<file path="config.mk">
export PLATFORM = sky130hd
export DESIGN_NAME = ascii_decimal_integer_parser_unit
export DESIGN_NICKNAME = d
export VERILOG_FILES = /design/src/hdl/aip_pkg.sv /design/src/hdl/aip_parse.sv /design/src/hdl/aip_rspq.sv /design/src/hdl/ascii_decimal_integer_parser_unit.sv
export SDC_FILE = /design/constraint.sdc
export NUM_CORES = 1
export LEC_CHECK = 0
export CAP_MARGIN = 20
export CORE_MARGIN = 3
export CORE_UTILIZATION = 35
export CTS_BUF_LIST = sky130_fd_sc_hd__clkbuf_4 sky130_fd_sc_hd__clkbuf_8 sky130_fd_sc_hd__clkbuf_16
export DETAILED_ROUTE_END_ITERATION = 10
export DONT_BUFFER_PORTS = 1
export PLACE_DENSITY_LB_ADDON = 0.2
export SLEW_MARGIN = 15
export SYNTH_ARGS = -nofsm -noshare
export SYNTH_HDL_FRONTEND = slang
export SYNTH_SLANG_ARGS = --single-unit
</file>
<file path="constraint.sdc">
create_clock -name clock -period 6.3 [get_ports clock]
set_input_delay 0.315 -clock clock [delete_from_list [all_inputs] [get_ports clock]]
set_output_delay 0.315 -clock clock [all_outputs]
set_load 0.03 [all_outputs]
</file>
<file path="src/hdl/aip_pkg.sv">
// Package with shared types and character constants of the decimal integer parser.
package aip_pkg;

   typedef logic [1:0] status_type;
   typedef logic [1:0] skip_type;
   typedef logic [1:0] csr_index_type;

   localparam status_type STATUS_NUMBER  = 2'd0;
   localparam status_type STATUS_TIMEOUT = 2'd1;
   localparam status_type STATUS_REJECT  = 2'd2;

   localparam skip_type SKIP_REJECT      = 2'd0;
   localparam skip_type SKIP_NON_NUMERIC = 2'd1;
   localparam skip_type SKIP_SPACE       = 2'd2;

   localparam csr_index_type CSR_IGNORE_CHAR   = 2'd0;
   localparam csr_index_type CSR_SKIP_MODE     = 2'd1;
   localparam csr_index_type CSR_TIMEOUT_TICKS = 2'd2;

   localparam logic OPCODE_BYTE = 1'b0;
   localparam logic OPCODE_TICK = 1'b1;

   localparam logic [7:0] CHAR_MINUS = 8'h2D;
   localparam logic [7:0] CHAR_ZERO  = 8'h30;
   localparam logic [7:0] CHAR_NINE  = 8'h39;
   localparam logic [7:0] CHAR_SPACE = 8'h20;
   localparam logic [7:0] CHAR_TAB   = 8'h09;
   localparam logic [7:0] CHAR_CR    = 8'h0D;
   localparam logic [7:0] CHAR_LF    = 8'h0A;

   localparam logic [35:0] POSITIVE_LIMIT = 36'h0_7FFF_FFFF;

   localparam logic [7:0]  IGNORE_CHAR_RESET   = 8'd0;
   localparam skip_type    SKIP_MODE_RESET     = SKIP_NON_NUMERIC;
   localparam logic [15:0] TIMEOUT_TICKS_RESET = 16'd500;

   typedef struct packed {
      logic signed [31:0] value;
      status_type         status;
      logic               overflow;
      logic               last;
   } result_type;

   typedef struct packed {
      logic [1:0] count;
      result_type first;
      result_type second;
   } push_type;

   function automatic logic is_digit(input logic [7:0] b);
      return (b >= CHAR_ZERO) && (b <= CHAR_NINE);
   endfunction

   function automatic logic is_space(input logic [7:0] b);
      return (b == CHAR_SPACE) || (b == CHAR_TAB) || (b == CHAR_CR) || (b == CHAR_LF);
   endfunction

endpackage

</file>
<file path="src/hdl/aip_parse.sv">
// Parser state, configuration registers and per-transaction result generation.
module aip_parse (
   input  logic                   clock,
   input  logic                   reset,
   input  logic                   accept,
   input  logic                   opcode,
   input  logic [7:0]             rx_byte,
   input  logic                   csr_write_enable,
   input  aip_pkg::csr_index_type csr_index,
   input  logic [15:0]            csr_write_data,
   output aip_pkg::push_type      push
);

   logic [7:0]        ignore_char_ff;
   aip_pkg::skip_type skip_mode_ff;
   logic [15:0]       timeout_ticks_ff;

   logic        in_number_ff, in_number_in;
   logic        negative_ff, negative_in;
   logic [31:0] acc_ff, acc_in;
   logic        overflow_ff, overflow_in;
   logic [15:0] quiet_ff, quiet_in;
   logic        reported_ff, reported_in;

   logic [3:0]          digit_value;
   logic [35:0]         acc_step;
   logic [15:0]         quiet_sat;
   logic                byte_digit;
   logic                reject;
   aip_pkg::result_type number_result;
   aip_pkg::result_type timeout_result;
   aip_pkg::result_type reject_result;
   aip_pkg::push_type   push_comb;

   assign digit_value = 4'(rx_byte - aip_pkg::CHAR_ZERO);
   assign acc_step    = {1'b0, acc_ff, 3'b000} + {3'b000, acc_ff, 1'b0} + {32'd0, digit_value};
   assign quiet_sat   = (quiet_ff == 16'hFFFF) ? quiet_ff : quiet_ff + 16'd1;
   assign byte_digit  = aip_pkg::is_digit(rx_byte);
   assign reject      = (skip_mode_ff == aip_pkg::SKIP_REJECT) ||
                        ((skip_mode_ff == aip_pkg::SKIP_SPACE) && !aip_pkg::is_space(rx_byte));

   always_comb begin
      number_result.value    = negative_ff ? (32'd0 - acc_ff) : acc_ff;
      number_result.status   = aip_pkg::STATUS_NUMBER;
      number_result.overflow = overflow_ff;
      number_result.last     = 1'b0;
      timeout_result         = '0;
      timeout_result.status  = aip_pkg::STATUS_TIMEOUT;
      reject_result          = '0;
      reject_result.status   = aip_pkg::STATUS_REJECT;
   end

   always_comb begin
      in_number_in = in_number_ff;
      negative_in  = negative_ff;
      acc_in       = acc_ff;
      overflow_in  = overflow_ff;
      quiet_in     = quiet_ff;
      reported_in  = reported_ff;
      push_comb    = '0;
      if (opcode == aip_pkg::OPCODE_TICK) begin
         quiet_in = quiet_sat;
         if (quiet_sat >= timeout_ticks_ff) begin
            if (in_number_ff) begin
               push_comb.count = 2'd1;
               push_comb.first = number_result;
               in_number_in    = 1'b0;
               negative_in     = 1'b0;
               acc_in          = 32'd0;
               overflow_in     = 1'b0;
               quiet_in        = 16'd0;
               reported_in     = 1'b0;
            end else if (!reported_ff) begin
               push_comb.count = 2'd1;
               push_comb.first = timeout_result;
               reported_in     = 1'b1;
            end
         end
      end else begin
         quiet_in    = 16'd0;
         reported_in = 1'b0;
         if (in_number_ff && rx_byte == ignore_char_ff) begin
            // The separator character is dropped inside a number.
         end else if (in_number_ff && byte_digit) begin
            acc_in = acc_step[31:0];
            if (acc_step > aip_pkg::POSITIVE_LIMIT) begin
               overflow_in = 1'b1;
            end
         end else begin
            if (in_number_ff) begin
               push_comb.count = 2'd1;
               push_comb.first = number_result;
            end
            if (rx_byte == aip_pkg::CHAR_MINUS || byte_digit) begin
               in_number_in = 1'b1;
               negative_in  = 1'b0;
               acc_in       = 32'd0;
               overflow_in  = 1'b0;
               if (rx_byte != ignore_char_ff) begin
                  if (rx_byte == aip_pkg::CHAR_MINUS) begin
                     negative_in = 1'b1;
                  end else begin
                     acc_in = {28'd0, digit_value};
                  end
               end
            end else begin
               in_number_in = 1'b0;
               negative_in  = 1'b0;
               acc_in       = 32'd0;
               overflow_in  = 1'b0;
               if (reject) begin
                  if (in_number_ff) begin
                     push_comb.count  = 2'd2;
                     push_comb.second = reject_result;
                  end else begin
                     push_comb.count = 2'd1;
                     push_comb.first = reject_result;
                  end
               end
            end
         end
      end
      case (push_comb.count)
         2'd1:    push_comb.first.last = 1'b1;
         2'd2:    push_comb.second.last = 1'b1;
         default: push_comb.first.last = 1'b0;
      endcase
      if (!accept) begin
         push_comb.count = 2'd0;
      end
   end

   assign push = push_comb;

   always_ff @(posedge clock) begin
      if (reset) begin
         ignore_char_ff   <= aip_pkg::IGNORE_CHAR_RESET;
         skip_mode_ff     <= aip_pkg::SKIP_MODE_RESET;
         timeout_ticks_ff <= aip_pkg::TIMEOUT_TICKS_RESET;
      end else if (csr_write_enable) begin
         case (csr_index)
            aip_pkg::CSR_IGNORE_CHAR:   ignore_char_ff   <= csr_write_data[7:0];
            aip_pkg::CSR_SKIP_MODE:     skip_mode_ff     <= csr_write_data[1:0];
            aip_pkg::CSR_TIMEOUT_TICKS: timeout_ticks_ff <= csr_write_data;
            default:                    ignore_char_ff   <= ignore_char_ff;
         endcase
      end
   end

   always_ff @(posedge clock) begin
      if (reset) begin
         in_number_ff <= 1'b0;
         negative_ff  <= 1'b0;
         acc_ff       <= 32'd0;
         overflow_ff  <= 1'b0;
         quiet_ff     <= 16'd0;
         reported_ff  <= 1'b0;
      end else if (accept) begin
         in_number_ff <= in_number_in;
         negative_ff  <= negative_in;
         acc_ff       <= acc_in;
         overflow_ff  <= overflow_in;
         quiet_ff     <= quiet_in;
         reported_ff  <= reported_in;
      end
   end

endmodule

</file>
<file path="src/hdl/aip_rspq.sv">
// Four-entry result queue that takes up to two results per cycle and returns one per cycle while rsp_stall is low.
module aip_rspq (
   input  logic                clock,
   input  logic                reset,
   input  aip_pkg::push_type   push,
   input  logic                rsp_stall,
   output logic                rsp_valid,
   output aip_pkg::result_type head,
   output logic                room
);

   aip_pkg::result_type entry_ff [4];
   logic [1:0] wr_ptr_ff, wr_ptr_in;
   logic [1:0] rd_ptr_ff, rd_ptr_in;
   logic [2:0] count_ff, count_in;
   logic       pop;

   assign rsp_valid = (count_ff != 3'd0);
   assign head      = entry_ff[rd_ptr_ff];
   assign room      = (count_ff <= 3'd2);
   assign pop       = rsp_valid && !rsp_stall;
   assign wr_ptr_in = wr_ptr_ff + push.count;
   assign rd_ptr_in = rd_ptr_ff + {1'b0, pop};
   assign count_in  = count_ff + {1'b0, push.count} - {2'b00, pop};

   always_ff @(posedge clock) begin
      if (push.count != 2'd0) begin
         entry_ff[wr_ptr_ff] <= push.first;
      end
      if (push.count == 2'd2) begin
         entry_ff[wr_ptr_ff + 2'd1] <= push.second;
      end
   end

   always_ff @(posedge clock) begin
      if (reset) begin
         wr_ptr_ff <= 2'd0;
         rd_ptr_ff <= 2'd0;
         count_ff  <= 3'd0;
      end else begin
         wr_ptr_ff <= wr_ptr_in;
         rd_ptr_ff <= rd_ptr_in;
         count_ff  <= count_in;
      end
   end

endmodule

</file>
<file path="src/hdl/ascii_decimal_integer_parser_unit.sv">
// Top level of the streaming decimal integer parser.
// Results are written into the registered result queue and offered on rsp_valid from there.
// Throughput: one transaction per cycle while req_stall is low; the state update and multiply-by-ten add are one pass.
// A transaction may yield two results; req_stall rises while more than two results wait
// in the four-entry result queue.
// Reset is synchronous and active high; it restores registers and empties the queue.
module ascii_decimal_integer_parser_unit (
   input  logic               clock,
   input  logic               reset,
   input  logic               req_valid,
   output logic               req_stall,
   input  logic               req_opcode,
   input  logic [7:0]         req_rx_byte,
   output logic               rsp_valid,
   input  logic               rsp_stall,
   output logic signed [31:0] rsp_value,
   output logic [1:0]         rsp_status,
   output logic               rsp_overflow,
   output logic               rsp_last,
   input  logic               csr_write_enable,
   input  logic [1:0]         csr_index,
   input  logic [15:0]        csr_write_data
);

   aip_pkg::push_type   push;
   aip_pkg::result_type head;
   logic                room;
   logic                accept;

   assign req_stall = !room;
   assign accept    = req_valid && room;

   aip_parse u_parse (
      .clock            (clock),
      .reset            (reset),
      .accept           (accept),
      .opcode           (req_opcode),
      .rx_byte          (req_rx_byte),
      .csr_write_enable (csr_write_enable),
      .csr_index        (csr_index),
      .csr_write_data   (csr_write_data),
      .push             (push)
   );

   aip_rspq u_rspq (
      .clock     (clock),
      .reset     (reset),
      .push      (push),
      .rsp_stall (rsp_stall),
      .rsp_valid (rsp_valid),
      .head      (head),
      .room      (room)
   );

   assign rsp_value    = head.value;
   assign rsp_status   = head.status;
   assign rsp_overflow = head.overflow;
   assign rsp_last     = head.last;

endmodule

</file>
Word-level counts from Yosys, hierarchy flattened:

Memories as Yosys holds them, arrays and structs flattened. A register that Yosys moved wholly into a read port is not among the register bits.
Index checks and enable logic that the tools add are counted.

* output and inout bits: 38
* memories: 1
* RAM bits: 144
* register bits after elaboration: 85

Memories
* u_rspq.entry_ff: words 4, width 36, rd ports 1, clocked after Yosys merged registers in 1, write ports 2, line aip_rspq.sv:12 `aip_pkg::result_type entry_ff [4];`

* multiplexer cells: 54
* reduce and logical (&&, ||, !) cells: 26
* eq/ne operators: 19
* magnitude comparators: 5
* add/sub/neg operators: 10

Operators with widths (count)
* 74-bit 2-to-1 mux: 4
* 32-bit 2-to-1 mux: 8
* 38-bit 2-to-1 mux: 3
* 37-bit 2-to-1 mux: 2
* 36-bit 2-to-1 mux: 2
* 16-bit 2-to-1 mux: 4
* 35-bit by 33-bit adder with 36-bit output: 1
* 36-bit by 4-bit adder with 36-bit output: 1
* 36-bit by 31-bit greater-than comparator with 1-bit output (second input constant): 1
* 1-bit by 32-bit subtractor with 32-bit output (first input constant): 1
* 1-bit 2-to-1 mux: 25
* 8-bit by 4-bit equality test with 1-bit output (second input constant): 3
* 16-bit by 1-bit adder with 16-bit output (second input constant): 1
* 16-bit equality test (second input constant): 1
* 8-bit by 6-bit equality test with 1-bit output (second input constant): 2
* 16-bit >= comparator: 1
* 5-bit AND reduction: 2
* 2-bit equality test (second input constant): 4
* 8-bit equality test: 1
* 8-bit by 6-bit >= comparator with 1-bit output (second input constant): 1
* 8-bit by 6-bit less-or-equal comparator with 1-bit output (second input constant): 1
* 4-bit 2-to-1 mux: 2
* 8-bit inequality test: 1
* 2-bit AND reduction: 4
* other kinds (20): 38

Logic depth before layout (Yosys ltp):

* depth in word-level cells: 16
* mapped depth: 25

Modules after synthesis:

From an unflattened synthesis, not the netlist that was laid out.

* cells, all modules: 1345
* area total of the unflattened synthesis: 14497.7 sq um

By module, submodules not included
* aip_rspq: area an instance 7370.8 sq um, cells an instance 397, times used 1
* aip_parse: area an instance 7116.8 sq um, cells an instance 946, times used 1
* ascii_decimal_integer_parser_unit: area an instance 10.0 sq um, cells an instance 2, times used 1

Worst setup path before layout:

Ideal clock, no wire load.

* path kind: register -> register
* start: register u_parse.quiet_ff[3]
* end: memory u_rspq.entry_ff[0][0] (netlist bit) (enable)
* path buffers: 4
* cell stages (with the launch flop): 24
* required time: 6.040 ns
* data arrival time: 4.442 ns
* setup time: 0.260 ns
* slack: 1.598 ns
* cells stage by stage: dfxtp_1 -> clkbuf_1 -> nand4_1 -> nor2_1 -> nand4_1 -> or3_1 -> clkbuf_1 -> nand2_1 -> nor2_1 -> and3_1 -> xor2_1 -> ha_1 -> a21o_1 -> a21o_1 -> a211oi_1 -> o21ai_0 -> a21o_1 -> a31oi_1 -> o31a_1 -> buf_2 -> nor3_2 -> a21oi_1 -> clkbuf_1 -> inv_1

RTL lines
* from (decl): line aip_parse.sv:22 `logic [15:0] quiet_ff, quiet_in;`
* from (signal assigned): line aip_parse.sv:163 `quiet_ff <= quiet_in;`
* to (decl): line aip_rspq.sv:12

==> results.txt <==
* Outcome: finished clean
* H-Tree Level Count: 1
- Dividing the detail-routed via count by the number of cells gives 5.60.
- Min Hold Slack: ~120 ps
* Number of clock sinks: between 200 and 250
- Setup Fix Bufs, Post-CTS: 0
- Worst slack at placement: ~660 ps
- Final setup viols: 0
- Cell count after synthesis: around 1.4k
- The worst-case IR drop observed on VDD is between 0.0002 and 0.00025 V.
- Parity-gate share of the synthesized area counting xor and xnor cells: about 5.3%
- The first global-routing pass estimated around 54000 µm of wire.
- The first TritonRoute pass finished after 4 iterations.
- Timing-limited maximum frequency: about 180 MHz
- Number of enable-type register cells in the synthesized netlist: 8
- Adding up every negative setup slack in the final design gives 0 ps.
* Share of flip-flops with an asynchronous set or reset after synthesis: 0%
- Syn Area/Cell: around 9.4 µm²
* Synth cell types: 74
- Count of state elements after synthesis: ~230
- Levels on crit path: 20
- Area of the die: between 0.03 and 0.04 mm²
* Vertical die dimension: between 150 and 200 µm
- Measured against its own limit, the worst slew margin works out to a little over a quarter.
- At the pin with the least slew margin, the transition time is 1090 ps.
- STA classifies the critical path endpoint as a flop.
- Number of global-route vias before repair: 9869
* Post-route setup slack: around 670 ps
- Max-cap violations in this run came to 0.
- Once detail routing completed, the nets flagged for antenna violations numbered 0.
- The final max-slew violation count came to 0.
- Share of the clock period used by the worst path after layout: about nine tenths
* Via count: 10.2k
* Origin of the worst setup path: u_parse.quiet_ff[3]
- The congestion estimate from routability-driven global placement came to around 0.84.
* Final wirelength: 33600 µm
- For the worst-skew pair, the clock arrives at the later sink with an insertion delay of about 530 ps.
- Met2 wirelength from detailed routing: ~15000 µm
* Starting density of the core: between 30% and 40%
- The number of clock buffers added by TritonCTS is 27.
- Among all stages on the critical path, the largest delay is contributed by a21oi_4.
* Std cell rows: 68
* Largest delay share family, worst path: compound AO/OA/AOI/OAI gates
- Residual overflow from global routing: 0
- RSZ-0062 raised after global routing: false
- Area growth syn-to-layout: 12.3%
- Multiplexer area fraction after synthesis: between 7 and 8%
- Element type at the critical path start: flop
- Highest metal layer with signal wires: met4
- The path class of the tightest hold or removal check is in2reg.
- Worst R2R Setup Slack: roughly 670 ps
- Total routing resource utilization after global routing: 17.0%
- Crit Path Class: reg2reg
- Minimum clock period after layout: roughly 5600 ps
- Post-Syn Nets: between 1k and 1.5k
- Synth Flop Type: dfxtp_1
- The floorplan step defined a core boundary enclosing roughly 0.035 mm².
- Adder and majority gate portion of the synthesized area: ~9.2%
- Among the stages of the critical path, the cell type that occurs most often is a21o_1.
* Count of unresolved DRC violations after routing: 0
- Number of antenna violations at the first check in global routing: 0
- Clock skew after layout: about 11 ps
- Maximum count of clock buffers along a single path: 3
- Starting DRT DRC Count: a little over 600
- Simple logic cell fraction of the synthesized area: approximately 14%
* Maximum number of pins on one net before global-route repair: 87
* Power Dens Cells: approximately 250 mW/mm²
- After detailed placement, the total cell area comes to ~0.013 mm².
- Largest family of logic cells by synthesized area: compound AO/OA/AOI/OAI gates
* Worst setup path endpoint: u_rspq.entry_ff[3][0]
- PortBufs: 0
* Clock-pin slew of the registers on the worst-case setup and hold paths: 60 ps
- The Yosys step of the flow raised 0 warnings.
- In this run the cell area of the synthesized design comes to 0.0126 mm².
- After the flow finishes, the layout carries non-filler instances totaling ~1.8k.
* Mean routed wirelength per cell: about 19 µm
- The final count of hold timing violations is 0.
- Measured in cells, the most critical reg-to-reg path has a length of 20.
- Number of placed instances, taps included: between 1.5k and 2k
* Clock tree from TritonCTS: yes
* Number of diodes added for antenna fixing: 0
- In this run, post-CTS repair resized a total of 0 instances.
- R2r endpoint: u_rspq.entry_ff[3][0]
- The share of the Yosys chip area taken by registers is a little under two fifths.
* Final Net Count: around 1.5k
- Summed over all cells, the static leakage comes to approximately 5.7 nW.
- Worst R2R Start: u_parse.quiet_ff[3]
* Detailed-routed wire length on met3: 1220 µm
* Chip width: 196 µm
- Root buffer selected by CTS: clkbuf_16
- The largest single stage delay on the critical path is ~840 ps.
- The signal on the critical path passes through nand4_1 -> nor2_1 -> nand4_1 -> or3_1 -> nand2_1 -> nor2_1 -> and3_1 -> xor2_1 -> ha_1 -> a21o_1 -> a21o_1 -> a211oi_1 -> o21ai_0 -> a21o_1 -> a31oi_1 -> o31a_1 -> nor2_2 -> buf_4 -> a21oi_4 -> inv_1.
* Post-Route M1 WL: roughly 17000 µm
- The critical path contains buffers and inverters numbering 2 combined.
* Fin area: ~0.014 mm²
- HPWL after detailed placement: ~23000 µm
* Fraction of layout instances using a drive strength above 1: between 9 and 10%
- Worst EP required: 6540 ps
* Largest fanout on the critical path: 35
- Compound-cell area share of the yosys netlist: 23.2%
- Arrival time of the worst setup path: ~6000 ps
- During I/O placement, the number of pins put on the boundary was 70.
[tightest hold or removal path, stage by stage]
cell	delay (ps)
nand2_1	60
nor2_1	90
a22oi_1	70
nor2_1	80
[metal layers]
layer  global-route usage, %  vias to the layer above
li1                        -                     4975
met1                    24.5                     4939
met2                    27.5                      192
met3                    1.92                       46
met4                    3.70                        0
met5                       0                        -
[layout by cell type, fill, tap and decap left out, types with 39 or more instances in the layout]
master     instances
ha_1              88
o21ai_0           46
inv_1             55
a21oi_1           96
nor2_1           106
dfxtp_1          219
o2bb2ai_1         44
nand2_1          117
xnor2_1           39
a22o_1            94
[cell families (layout without fill, tap and decap cells)]
group,Yosys count,after routing
DFF,229,229
adders and majority gates,91,91
xor gates and xnor gates,76,76
buffers and inverters,134,141
and+or+nand+nor,370,370
AOI/OAI and AO/OA,403,403
muxes,48,48
[synth_stat cells (36+ instances only)]
cell type | count | area (µm²)
dfxtp_1 | 221 | 4420
nand2_1 | 117 | 439
nor2_1 | 109 | 409
a21oi_1 | 98 | 490
a22o_1 | 94 | 823
ha_1 | 88 | 1100
clkbuf_1 | 61 | 229
inv_1 | 55 | 206
o21ai_0 | 47 | 235
o2bb2ai_1 | 44 | 385
xnor2_1 | 39 | 342
xor2_1 | 37 | 324
mux4_2 | 36 | 811
[layout make-up]
class                   count  area, µm²
clock buffers              41        831
clock inverters             8       98.8
fillers                  3424      20900
inverters                  55        206
multi-input cells         988       7470
flip-flops and latches    229       4670
well taps                 455        569
repair buffers             37        355
[power breakdown]
group          leakage [nW]  total, mW  switching (mW)  internal, mW
Clock                 0.463       1.60           0.614         0.988
Sequential             1.86       1.51          0.0339          1.48
Combinational          3.35      0.372           0.228         0.144
Total                  5.67       3.49           0.876          2.61
[registers in the layout, summed over array words and instances (netlist names)]
name                      cells
u_parse.timeout_ticks_ff     16
u_parse.acc_ff               32
u_parse.in_number_ff          1
u_parse.skip_mode_ff          2
u_rspq.rd_ptr_ff              2
u_parse.quiet_ff             16
u_parse.overflow_ff           1
u_parse.reported_ff           1
u_parse.negative_ff           1
u_parse.ignore_char_ff        8
u_rspq.wr_ptr_ff              2
u_rspq.entry_ff             144
u_rspq.count_ff               3
[through the flow]
| stage | util [%] | total power [mW] |
|---|---|---|
| 2_1_floorplan | - | 1.82 |
| 3_3_place_gp | 37.2 | 1.89 |
| 3_5_place_dp | 37.2 | 1.89 |
| 4_1_cts | 40.5 | 3.53 |
| 5_1_grt | 40.5 | 3.63 |
| 6_report | 40.5 | 3.49 |
[worst min-delay path by stage]
| stage | slack (ps) | end | startpoint | cells after the start |
|---|---|---|---|---|
| after CTS | 90 | u_parse.reported_ff | req_opcode | 4 |
| after detailed placement | 410 | u_parse.quiet_ff[14] | reset | 1 |
| final | 120 | u_parse.reported_ff | req_opcode | 4 |
| after floorplan | 430 | u_rspq.entry_ff[1][1] | u_rspq.entry_ff[1][1] | 1 |
| after global placement | 400 | u_parse.quiet_ff[2] | reset | 1 |
| after global routing | 130 | u_parse.reported_ff | req_opcode | 4 |
[what timing repair did]
item	in CTS	in global routing
endpoints found under the hold margin	85	0
hold buffers	19	0
setup endpoints to repair	0	0
Power figures use the tool's default switching activity.
